===== src/rtl/ufpc_pkg.sv =====
package ufpc_pkg;

  // Size of the parent store and the field widths that follow from it
  localparam int MAX_NODES = 1024;
  localparam int NODE_W    = $clog2(MAX_NODES);
  localparam int CNT_W     = NODE_W + 1;

  localparam logic [NODE_W-1:0] LAST_NODE = NODE_W'(MAX_NODES - 1);
  localparam logic [CNT_W-1:0]  MAX_COUNT = CNT_W'(MAX_NODES);

  // Request codes
  localparam logic ACT_FIND  = 1'b0;
  localparam logic ACT_MERGE = 1'b1;

  // One write port and one read address into the parent store
  typedef struct packed {
    logic              we;
    logic [NODE_W-1:0] waddr;
    logic [NODE_W-1:0] wdata;
    logic [NODE_W-1:0] raddr;
  } ram_req_t;

  // Start of a root search
  typedef struct packed {
    logic              start;
    logic [NODE_W-1:0] node;
  } walk_req_t;

  // Result of a root search
  typedef struct packed {
    logic              done;
    logic [NODE_W-1:0] root;
  } walk_rsp_t;

endpackage


===== src/rtl/ufpc_walker.sv =====
module ufpc_walker (
  input  logic                           clk,
  input  logic                           rst_n,
  input  ufpc_pkg::walk_req_t            wreq,
  output ufpc_pkg::walk_rsp_t            wrsp,
  output ufpc_pkg::ram_req_t             ram_req,
  input  logic [ufpc_pkg::NODE_W-1:0]    ram_rdata
);

  typedef enum logic [1:0] {
    W_IDLE,
    W_WALK,
    W_COMP
  } wstate_t;

  wstate_t state_r, state_nxt;
  logic [ufpc_pkg::NODE_W-1:0] cur_r, cur_nxt;
  logic [ufpc_pkg::NODE_W-1:0] node_r, node_nxt;
  logic [ufpc_pkg::NODE_W-1:0] root_r, root_nxt;
  logic                        done_r, done_nxt;

  // Walk up to the root one link a cycle, then rewrite the path
  always_comb begin
    state_nxt     = state_r;
    cur_nxt       = cur_r;
    node_nxt      = node_r;
    root_nxt      = root_r;
    done_nxt      = 1'b0;
    ram_req.we    = 1'b0;
    ram_req.waddr = cur_r;
    ram_req.wdata = root_r;
    ram_req.raddr = wreq.node;
    case (state_r)
      W_IDLE: begin
        if (wreq.start) begin
          cur_nxt   = wreq.node;
          node_nxt  = wreq.node;
          state_nxt = W_WALK;
        end
      end
      W_WALK: begin
        if (ram_rdata == cur_r) begin
          root_nxt = cur_r;
          if (node_r == cur_r) begin
            done_nxt  = 1'b1;
            state_nxt = W_IDLE;
          end else begin
            // start again from the first node, compressing as we go
            ram_req.raddr = node_r;
            cur_nxt       = node_r;
            state_nxt     = W_COMP;
          end
        end else begin
          ram_req.raddr = ram_rdata;
          cur_nxt       = ram_rdata;
        end
      end
      W_COMP: begin
        ram_req.we = 1'b1;
        if (ram_rdata == root_r) begin
          done_nxt  = 1'b1;
          state_nxt = W_IDLE;
        end else begin
          ram_req.raddr = ram_rdata;
          cur_nxt       = ram_rdata;
        end
      end
      default: begin
        state_nxt = W_IDLE;
      end
    endcase
  end

  always_ff @(posedge clk) begin
    if (!rst_n) begin
      state_r <= W_IDLE;
      done_r  <= 1'b0;
    end else begin
      state_r <= state_nxt;
      done_r  <= done_nxt;
    end
    cur_r  <= cur_nxt;
    node_r <= node_nxt;
    root_r <= root_nxt;
  end

  assign wrsp.done = done_r;
  assign wrsp.root = root_r;

endmodule


===== config.mk =====
export PLATFORM = sky130hd
export DESIGN_NAME = ufpc_walker
export DESIGN_NICKNAME = d
export VERILOG_FILES = /design/src/rtl/ufpc_pkg.sv /design/src/rtl/ufpc_walker.sv
export SDC_FILE = /design/constraint.sdc
export NUM_CORES = 1
export LEC_CHECK = 0
export ABC_AREA = 0
export BUFFER_PORTS_ARGS = -buffer_cell sky130_fd_sc_hd__buf_2
export CAP_MARGIN = 20
export CORE_AREA = 2 2 73 89
export DETAILED_ROUTE_END_ITERATION = 6
export DIE_AREA = 0 0 75 91
export PLACE_DENSITY = 0.63
export SYNTH_ARGS = -nofsm -noshare
export SYNTH_HDL_FRONTEND = slang
export SYNTH_SLANG_ARGS = --single-unit

===== constraint.sdc =====
create_clock -name clk -period 2.6 [get_ports clk]
set_input_delay 0.26 -clock clk [delete_from_list [all_inputs] [get_ports clk]]
set_output_delay 0.26 -clock clk [all_outputs]
set_load 0.005 [all_outputs]

# == Word-level counts from Yosys, hierarchy flattened ==
# Index checks and enable logic that the tools add are counted.
# word_totals
register_bits,33
in_bits,23
# classes
eq_ne,10
reduce_logical,6
mux,19
# ops
operator,n
$mux W10,7
$eq A10 B10 Y1,3
$pmux W10 S3,1
$pmux W10 S2,1
$mux W2,4
$ne A2 B2 Y1 const B,4
$pmux W2 S3,1
$mux W1,4
$reduce_and A2 Y1,2
$reduce_and A4 Y1,1
$ne A3 B3 Y1 const B,1
$reduce_and A3 Y1,1
$reduce_bool A3 Y1,1
$eq A2 B1 Y1 const B,1
$eq A2 B2 Y1 const B,1
$logic_not A2 Y1,1
$pmux W1 S2,1

# == Longest topological paths before layout ==
# Gate-level depths: netlist (run 1).
# logic_depth
ltp_word,4
depth_mapped,8

# == Worst setup path before layout (run 1) ==
# OpenSTA, ideal clock, no wires.
# synth_timing
path_kind,flip-flop to flip-flop
startpoint,reg cur_r[2] (netlist name)
endpoint,"reg root_r[0] (netlist name), enable pin"
synth_period_minus_slack_ps,2176
setup_time_ps,376
path_stages_with_launch,6
arrival_time_ps,1800
setup_slack_ps,424
path_cell_list,edfxtp_1 > xnor2_1 > nand4_1 > or3_4 > buf_2 > nor2_1
# synth_via
elab_chain_cells,2
# synth_rtl
item,line,source
"start, declared",ufpc_walker.sv:17,"logic [ufpc_pkg::NODE_W-1:0] cur_r, cur_nxt;"
"start signal, assigned",ufpc_walker.sv:82,cur_r <= cur_nxt;
$eq A10 B10 Y1,ufpc_walker.sv:42,if (ram_rdata == cur_r) begin
$reduce_and A2 Y1 (no line),--,
"end signal, assigned",ufpc_walker.sv:84,root_r <= root_nxt;
"end, declared",ufpc_walker.sv:19,"logic [ufpc_pkg::NODE_W-1:0] root_r, root_nxt;"
# No other way between the ends.
# A chain may end at the register's enable or synchronous reset.

==> results of run 1 <==
-- synthesized netlist by cell type (all sizes together), types with 3 or more instances --
library cell / n
xnor2: 20
inv: 14
dfxtp: 3
buf: 16
ha: 4
xor2: 10
o21ai: 9
o221ai: 12
a311oi: 8
clkbuf: 11
nor2: 23
nand4: 4
nand2: 3
a221oi: 11
and3: 3
nand3: 12
edfxtp: 30
a221o: 10
a31oi: 12
-- power by group --
part           leakage (uW)  total [uW]  internal (uW)  switching (uW)
combinational      0.000731        1240            548             687
sequential         0.000313         940            785             155
clock             0.0000528         486            283             202
total               0.00110        2660           1620            1040
-- layer usage --
| metal | up-vias | wire [um] |
|---|---|---|
| met5 | - | 0 |
| met4 | 0 | 100 |
| met3 | 12 | 542 |
| met2 | 127 | 3280 |
| met1 | 1036 | 2820 |
| li1 | 1000 | - |
-- flip-flops by register name, indices dropped and copies added, names as in the netlist --
signal / flops
cur_r: 10
node_r: 10
root_r: 10
state_r: 2
done_r: 1
-- worst max-delay path: stages (launching register included) --
cell,delay [ps]
edfxtp_1,480
xnor2_1,190
nand4_1,200
or3_4,500
a221oi_1,310
o221ai_1,160
buf_2,150
-- cell families after synthesis --
| kind of cell | Yosys count | share of synthesized area (%) |
|---|---|---|
| AO/OA/AOI/OAI | 66 | 24.0 |
| buffers and inverters | 41 | 8.79 |
| multiplexers | 1 | 0.434 |
| AND/OR/NAND/NOR | 53 | 11.6 |
| XOR/XNOR | 30 | 11.4 |
| adder cells (fa/ha/maj) | 4 | 2.17 |
| flip-flops | 33 | 41.6 |
-- through the flow --
stage / utilization (%) / total power (uW) / hold slack, ps / area [um^2] / instances
after floorplan: - / 1680 / 359 / 2310 / 228
after detailed placement: 44.9 / 2130 / 488 / 2660 / 358
after CTS: 46.8 / 2620 / 186 / 2780 / 366
final: 47.6 / 2660 / 189 / 2820 / 371
after global routing: 47.6 / 2830 / 195 / 2820 / 371
after global placement: 44.9 / 2110 / 484 / 2660 / 358
-- what timing repair did --
action / CTS / global route
gates cloned: 0 / 1
pin swaps: 0 / 4
gates resized for setup: 2 / 4
endpoints found under the setup margin: 10 / 6
buffers inserted: 0 / 4
-- area by class of cell --
cell class,count,area (um^2)
inverter,14,52.6
clock inverter,2,33.8
tap,82,103
fill,590,3110
multi-input combinational,155,1170
sequential,33,961
timing repair buffer,79,433
clock buffer,6,72.6
-- worst paths after layout --
kind,from,to,slack (ps),cells after the start
worst min-delay path,wreq[9],node_r[9],190,1
worst max-delay path,cur_r[3],ram_req[1],70,6
worst max register to register,root_r[3],cur_r[5],320,8
worst min register to register,state_r[1],state_r[1],500,2
==> results.json, run 1 <==
{
  "layout_commonest_cell": "buf_2",
  "grt_first_pass_wirelength_um": 10400,
  "tightest_slew_ps": 508,
  "ys_seq_area_share_pct": 41.6,
  "max_cap_viol_count": 0,
  "avgSynthCellArea_um2": 10.1,
  "slew_headroom_pct": 66.1,
  "grt_use_total_pct": 19.8,
  "max_freq_mhz": 395,
  "htreeDepth": 2,
  "worst_setup_path_end_kind": "output port",
  "cts_hold_buf": 0,
  "first_pass_iters": 5,
  "synth_edf_count": 30,
  "cts_buffers": 5,
  "cts_buffer_depth": 2,
  "hpwl_um": 4950,
  "area_delta_synth_final_pct": 22.3,
  "path_class": "flop to output port",
  "gp_congestion": 0.887,
  "layout_common_cells": "buf_2, edfxtp_1, nor2_1",
  "routed_via_density": 5.86,
  "powerDensity_mw_per_mm2": 943,
  "async_flop_share_pct": 0,
  "met3_usage_pct": 3.33,
  "cts_root_buf": "clkbuf_8",
  "pin_count": 65,
  "synth-seq-cells": 33,
  "yosys.area.top_type_share_pct": 39.0,
  "fp.dieH_um": 91,
  "ys_warn_count": 0,
  "syn_area_mm2": 0.00231,
  "drtAntennaViolNets": 0,
  "setup_viol_count_final": 0,
  "drive_above_1_share_pct": 32.9,
  "rsz0062_at_grt": "true",
  "routed_wirelength_um": 6740,
  "cts_sinks": 33,
  "met1_usage_pct": 27.0,
  "avgRoutedWirePerCell_um": 18.2,
  "grt_start_max_net_pins": 36,
  "io_buffer_count": 64,
  "antenna_found_initial": 0,
  "cts_tree": "done",
  "required_ps": 2340,
  "nets": 315,
  "cp_max_fo": 6,
  "synth_cell_types": 34,
  "fin_skew_ps": 4.65,
  "syn_inst": 228,
  "hold_class": "input port to flop",
  "place_ws_ps": 261,
  "status": "finished, final reports clean",
  "drt_iter0_markers": 170,
  "die-area_mm2": 0.00683,
  "yosysTopAreaCell": "edfxtp_1",
  "ir_drop_mv": 0.404,
  "synth_ff_type": "edfxtp_1",
  "syn-num-nets": 255,
  "coreArea_mm2": 0.00593,
  "grt_pass1_vias": 2043,
  "fp-row-count": 31,
  "ys_top_cells_by_area": "edfxtp_1, xnor2_1, o221ai_1, a221o_1, xor2_1",
  "use_met2_pct": 30.8,
  "fin_crit_ps": 2530,
  "start_kind": "flop",
  "grt.busiest_layer": "met2",
  "start_util_pct": 38.9,
  "path_clk_slew_ps": 70,
  "overflow": 0,
  "finalHoldViolCount": 0,
  "clk_latency_ps": 290,
  "drc": 0,
  "slew_viol_final": 0,
  "period_share_pct": 97.3,
  "setup_tns_ps": 0,
  "dieWidth_um": 75,
  "vias": 2175,
  "diodes": 0,
  "finalWorstSetupSlack_ps": 69.1,
  "critPathArrivalTime_ps": 2270,
  "power_leakage_uw": 0.00110
}
(Power assumes the default switching activity.)
==> run 2: changes to the inputs <==
CORE_AREA = 2 2 78 94   (was 2 2 73 89)
DIE_AREA = 0 0 80 96   (was 0 0 75 91)
PLACE_DENSITY = 0.57   (was 0.63)
==> run 2 against run 1 <==
  * The run now ends with setup timing left
  * Via count is 4.3% higher
  * Die area is 13% higher
  * Final area is 6.4% higher
  * Sequential share of layout area is 2.0 points lower
  * Routed wire length is 7.3% higher
  * Critical path depth is 1 higher
  * Register-to-register slack worse by 220 ps
  * Sequential power is 0.5% lower
  * Power is 0.97% higher
  * Hold slack better by 2.2 ps
  * Maximum frequency is 4.2% lower
==> results.json, run 2 (same netlist as run 1, synthesis figures left out) <==
{
  "slew_viol_final": 0,
  "vias": 2268,
  "period_share_pct": 102,
  "status": "finished, violations left",
  "dieWidth_um": 80,
  "nets": 330,
  "cts_buffer_depth": 2,
  "cp_cell_sequence": "xnor2_2 > nand4_1 > or3_4 > buf_4 > a221oi_2 > o21ai_1 > buf_2",
  "setup_viol_count_final": 2,
  "avgRoutedWirePerCell_um": 18.5,
  "critPathArrivalTime_ps": 2380,
  "layout_common_cells": "buf_2, edfxtp_1, buf_4",
  "drc": 0,
  "slowest_stage": "or3_4",
  "start_util_pct": 34.1,
  "fp.dieH_um": 96,
  "cp_max_fo": 6,
  "power_leakage_uw": 0.00119,
  "diodes": 0,
  "hold_class": "input port to flop",
  "cts_tree": "done",
  "io_buffer_count": 64,
  "grt_use_total_pct": 17.5,
  "final_util_pct": 44.3,
  "path_clk_slew_ps": 70,
  "cts_hold_buf": 0,
  "htreeDepth": 2,
  "first_pass_iters": 6,
  "overflow": 0,
  "drtAntennaViolNets": 0,
  "area_delta_synth_final_pct": 30.2,
  "reg.largest.list": "cur_r: 10 flops, node_r: 10 flops, root_r: 10 flops",
  "max_cap_viol_count": 0,
  "layout_commonest_cell": "buf_2",
  "worst_setup_path_end_kind": "output port",
  "drt_iter0_markers": 147,
  "pin_count": 65,
  "finalHoldViolCount": 0,
  "finalWorstSetupSlack_ps": -41.7,
  "cts_root_buf": "clkbuf_8",
  "grt_start_max_net_pins": 30,
  "routed_via_density": 5.80,
  "gp_congestion": 0.769,
  "grt_pass1_vias": 1935,
  "place_ws_ps": 206,
  "path_class": "flop to output port",
  "slowest_delay_ps": 490,
  "fin_skew_ps": 3.65,
  "routed_wirelength_um": 7230,
  "max_freq_mhz": 379,
  "die-area_mm2": 0.00768,
  "start_kind": "flop",
  "rsz0062_at_grt": "true",
  "powerDensity_mw_per_mm2": 895,
  "antenna_found_initial": 0,
  "violations": "setup timing",
  "grt_first_pass_wirelength_um": 10200,
  "slew_headroom_pct": 53.8,
  "ir_drop_mv": 0.264,
  "fp-row-count": 33,
  "fin_crit_ps": 2640,
  "cts_sinks": 33,
  "cts_buffers": 5,
  "required_ps": 2340,
  "tightest_slew_ps": 693,
  "fin_hold_ws_ps": 191,
  "coreArea_mm2": 0.00677,
  "setup_tns_ps": -53.1,
  "drive_above_1_share_pct": 38.8,
  "clk_latency_ps": 290,
  "hpwl_um": 5080
}
==> run 2: final timing paths <==
path / cells past startpoint / from / endpoint / slack, ps
worst min register to register: 2 / state_r[1] / state_r[1] / 530
worst min-delay path: 1 / wreq[6] / node_r[6] / 190
worst max-delay path: 7 / node_r[2] / ram_req[2] / -40
worst max register to register: 8 / node_r[2] / cur_r[9] / 100
==> run 2: cell type report <==
type | count | area (um^2)
repair buffers | 94 | 587
clock buffers | 6 | 72.6
clock inverters | 2 | 10.0
inverters | 14 | 52.6
fillers | 683 | 3770
well taps | 87 | 109
flip-flops and latches | 33 | 961
multi-input cells | 155 | 1210
==> run 2: through the flow <==
| step | total power, uW | cells | cell area (um^2) |
|---|---|---|---|
| 2_1_floorplan | 1680 | 228 | 2310 |
| 3_3_place_gp | 2160 | 362 | 2670 |
| 3_5_place_dp | 2170 | 362 | 2670 |
| 4_1_cts | 2560 | 370 | 2760 |
| 5_1_grt | 2860 | 391 | 3000 |
| 6_report | 2690 | 391 | 3000 |
==> run 2: layer usage <==
metal / routed length [um] / track usage [%] / vias to the layer above
met2: 3480 / 27.9 / 132
met3: 537 / 3.47 / 20
met1: 3000 / 22.9 / 1083
li1: - / - / 1033
met5: 0 / 0 / -
met4: 219 / 7.63 / 0
==> run 2: repair_timing <==
action,CTS,global route
setup buffers,0,20
setup endpoints to repair,10,10
hold endpoints to repair,0,0
gates cloned,0,1
resized for setup,1,21
pin swaps,0,19
==> run 2: critical path, delay by kind of cell (launching register included) <==
kind / cells / cell delay (ps)
flip-flops: 1 / 480
XOR/XNOR: 1 / 220
AND/OR/NAND/NOR: 2 / 690
buffers and inverters: 2 / 310
AO/OA/AOI/OAI: 2 / 380
==> run 2: power by group <==
group,internal [uW],switching (uW),leakage (uW)
combinational,623,739,0.000830
sequential,785,151,0.000313
clock,186,204,0.0000450
==> run 3: changes to the inputs <==
==> constraint.sdc (replaced) <==
create_clock -name clk -period 2.6 [get_ports clk]
set_input_delay 0.52 -clock clk [delete_from_list [all_inputs] [get_ports clk]]
set_output_delay 0.52 -clock clk [all_outputs]
set_load 0.005 [all_outputs]
==> run 3 against run 2 <==
  * The flow still finishes with violations (setup timing)
  * Global-route usage up 2.7 points
  * Clock skew increased by 1.9 ps
  * Routed wire length rose by 8.3%
  * Final cell count up 5.6%
  * Power increased by 11%
  * Worst setup slack got worse by 140 ps
  * Critical endpoint is now ram_req[9]
  * Die area is the same
  * Sequential power fell by 1%
  * Count of clock-buffer cells in the layout stayed put
==> results.json, run 3 (same netlist as run 1, synthesis figures left out) <==
{
  "grt_use_total_pct": 20.1,
  "cts_buffers": 5,
  "cts_buffer_depth": 2,
  "tightest_slew_ps": 835,
  "finalHoldViolCount": 0,
  "cp_cell_sequence": "xnor2_1 > nand4_1 > or3_4 > a221oi_2 > o221ai_1 > buf_2",
  "hold_class": "input port to flop",
  "fp.dieH_um": 96,
  "avgRoutedWirePerCell_um": 19.0,
  "place_ws_ps": -92.2,
  "routed_via_density": 5.65,
  "first_pass_iters": 4,
  "drive_above_1_share_pct": 47.5,
  "start_kind": "flop",
  "grt_pass1_vias": 2104,
  "start_util_pct": 34.1,
  "totalPowerFinal_uw": 2990,
  "htreeDepth": 2,
  "slowest_delay_ps": 520,
  "hpwl_um": 5300,
  "path_buf_inv": 1,
  "die-area_mm2": 0.00768,
  "fill_cells": 658,
  "max_freq_mhz": 359,
  "min_to": "node_r[0]",
  "status": "finished, violations left",
  "grt_first_pass_wirelength_um": 11600,
  "required_ps": 2080,
  "critPathArrivalTime_ps": 2270,
  "drtAntennaViolNets": 0,
  "dieWidth_um": 80,
  "area_delta_synth_final_pct": 43.9,
  "vias": 2332,
  "rr_startpoint": "cur_r[3]",
  "worst-r2r-cell-count": 9,
  "setup_viol_count_final": 10,
  "powerDensity_mw_per_mm2": 900,
  "path_clk_slew_ps": 80,
  "drt_iter0_markers": 177,
  "fin_skew_ps": 5.50,
  "io_buffer_count": 64,
  "reg.largest.list": "cur_r: 10 flops, node_r: 10 flops, root_r: 10 flops",
  "layout_commonest_cell": "buf_2",
  "cts_tree": "done",
  "nets": 352,
  "ir_drop_mv": 0.659,
  "worst_setup_path_end_kind": "output port",
  "crit_family": "simple AND/OR/NAND/NOR gates",
  "coreArea_mm2": 0.00677,
  "antenna_found_initial": 0,
  "setup_tns_ps": -1430,
  "grt_start_max_net_pins": 36,
  "pin_count": 65,
  "slew_headroom_pct": 44.3,
  "slowest_stage": "or3_4",
  "cts_sinks": 33,
  "clk_latency_ps": 300,
  "reg2reg_slack_ps": 120,
  "fin_crit_ps": 2790,
  "routed_wirelength_um": 7840,
  "violations": "setup timing",
  "fp-row-count": 33,
  "hold_depth": 1,
  "r2r-end": "cur_r[8]",
  "path_class": "flop to output port",
  "cts_root_buf": "clkbuf_8",
  "power_leakage_uw": 0.00135,
  "final_util_pct": 49.0,
  "overflow": 0,
  "drc": 0,
  "cp_max_fo": 6,
  "diodes": 0,
  "min_from": "wreq[0]",
  "period_share_pct": 107,
  "layout_common_cells": "buf_2, buf_4, edfxtp_1",
  "rsz0062_at_grt": "true",
  "max_cap_viol_count": 0,
  "gp_congestion": 0.849,
  "finalWorstSetupSlack_ps": -185,
  "slew_viol_final": 0
}
==> run 3: changes by cell type in the layout (fill, tap and decap cells not counted), sizes merged <==
cell / previous run / this run
buf: 94 / 116
==> run 3: what timing repair did <==
item	4_1_cts	5_1_grt
setup endpoints to repair	10	30
resized for setup	27	27
gates cloned	1	1
hold buffers	0	0
buffers inserted	11	13
pin swaps	13	28
==> run 3: cell type report <==
type	instances	area [um^2]	area share, %
clock buffers	6	72.6	2.19
clock inverters	2	10.0	0.302
inverters	14	52.6	1.58
multi-input cells	155	1350	40.6
flip-flops and latches	33	961	28.9
well taps	87	109	3.28
repair buffers	116	768	23.1
==> run 3: where the power goes <==
part | switching [uW] | internal, uW
clock | 214 | 186
sequential | 136 | 784
combinational | 867 | 799
==> run 3: metal layers <==
layer  GRT usage, %  routed length, um  up-vias
met4           8.62                170        0
li1               -                  -     1075
met3           3.56                524       12
met1           27.4               3310     1132
met5              0                  0        -
met2           31.3               3830      113
==> run 3: worst max path at each step <==
stage                     depth (start not counted)    endpoint          from
after detailed placement                          9  ram_req[3]  ram_rdata[6]
after floorplan                                   6  ram_req[0]  ram_rdata[2]
after CTS                                         7  ram_req[9]     node_r[2]
after global placement                            9  ram_req[3]  ram_rdata[6]
final                                             6  ram_req[9]      cur_r[5]
after global routing                              9  ram_req[9]      cur_r[3]
==> run 3: metrics by stage <==
step | hold WS, ps | std cells | instance area, um^2
floorplan | 468 | 228 | 2310
global placement | 488 | 380 | 2810
detailed placement | 502 | 380 | 2810
CTS | 439 | 400 | 3090
global route | 449 | 413 | 3320
finish | 442 | 413 | 3320
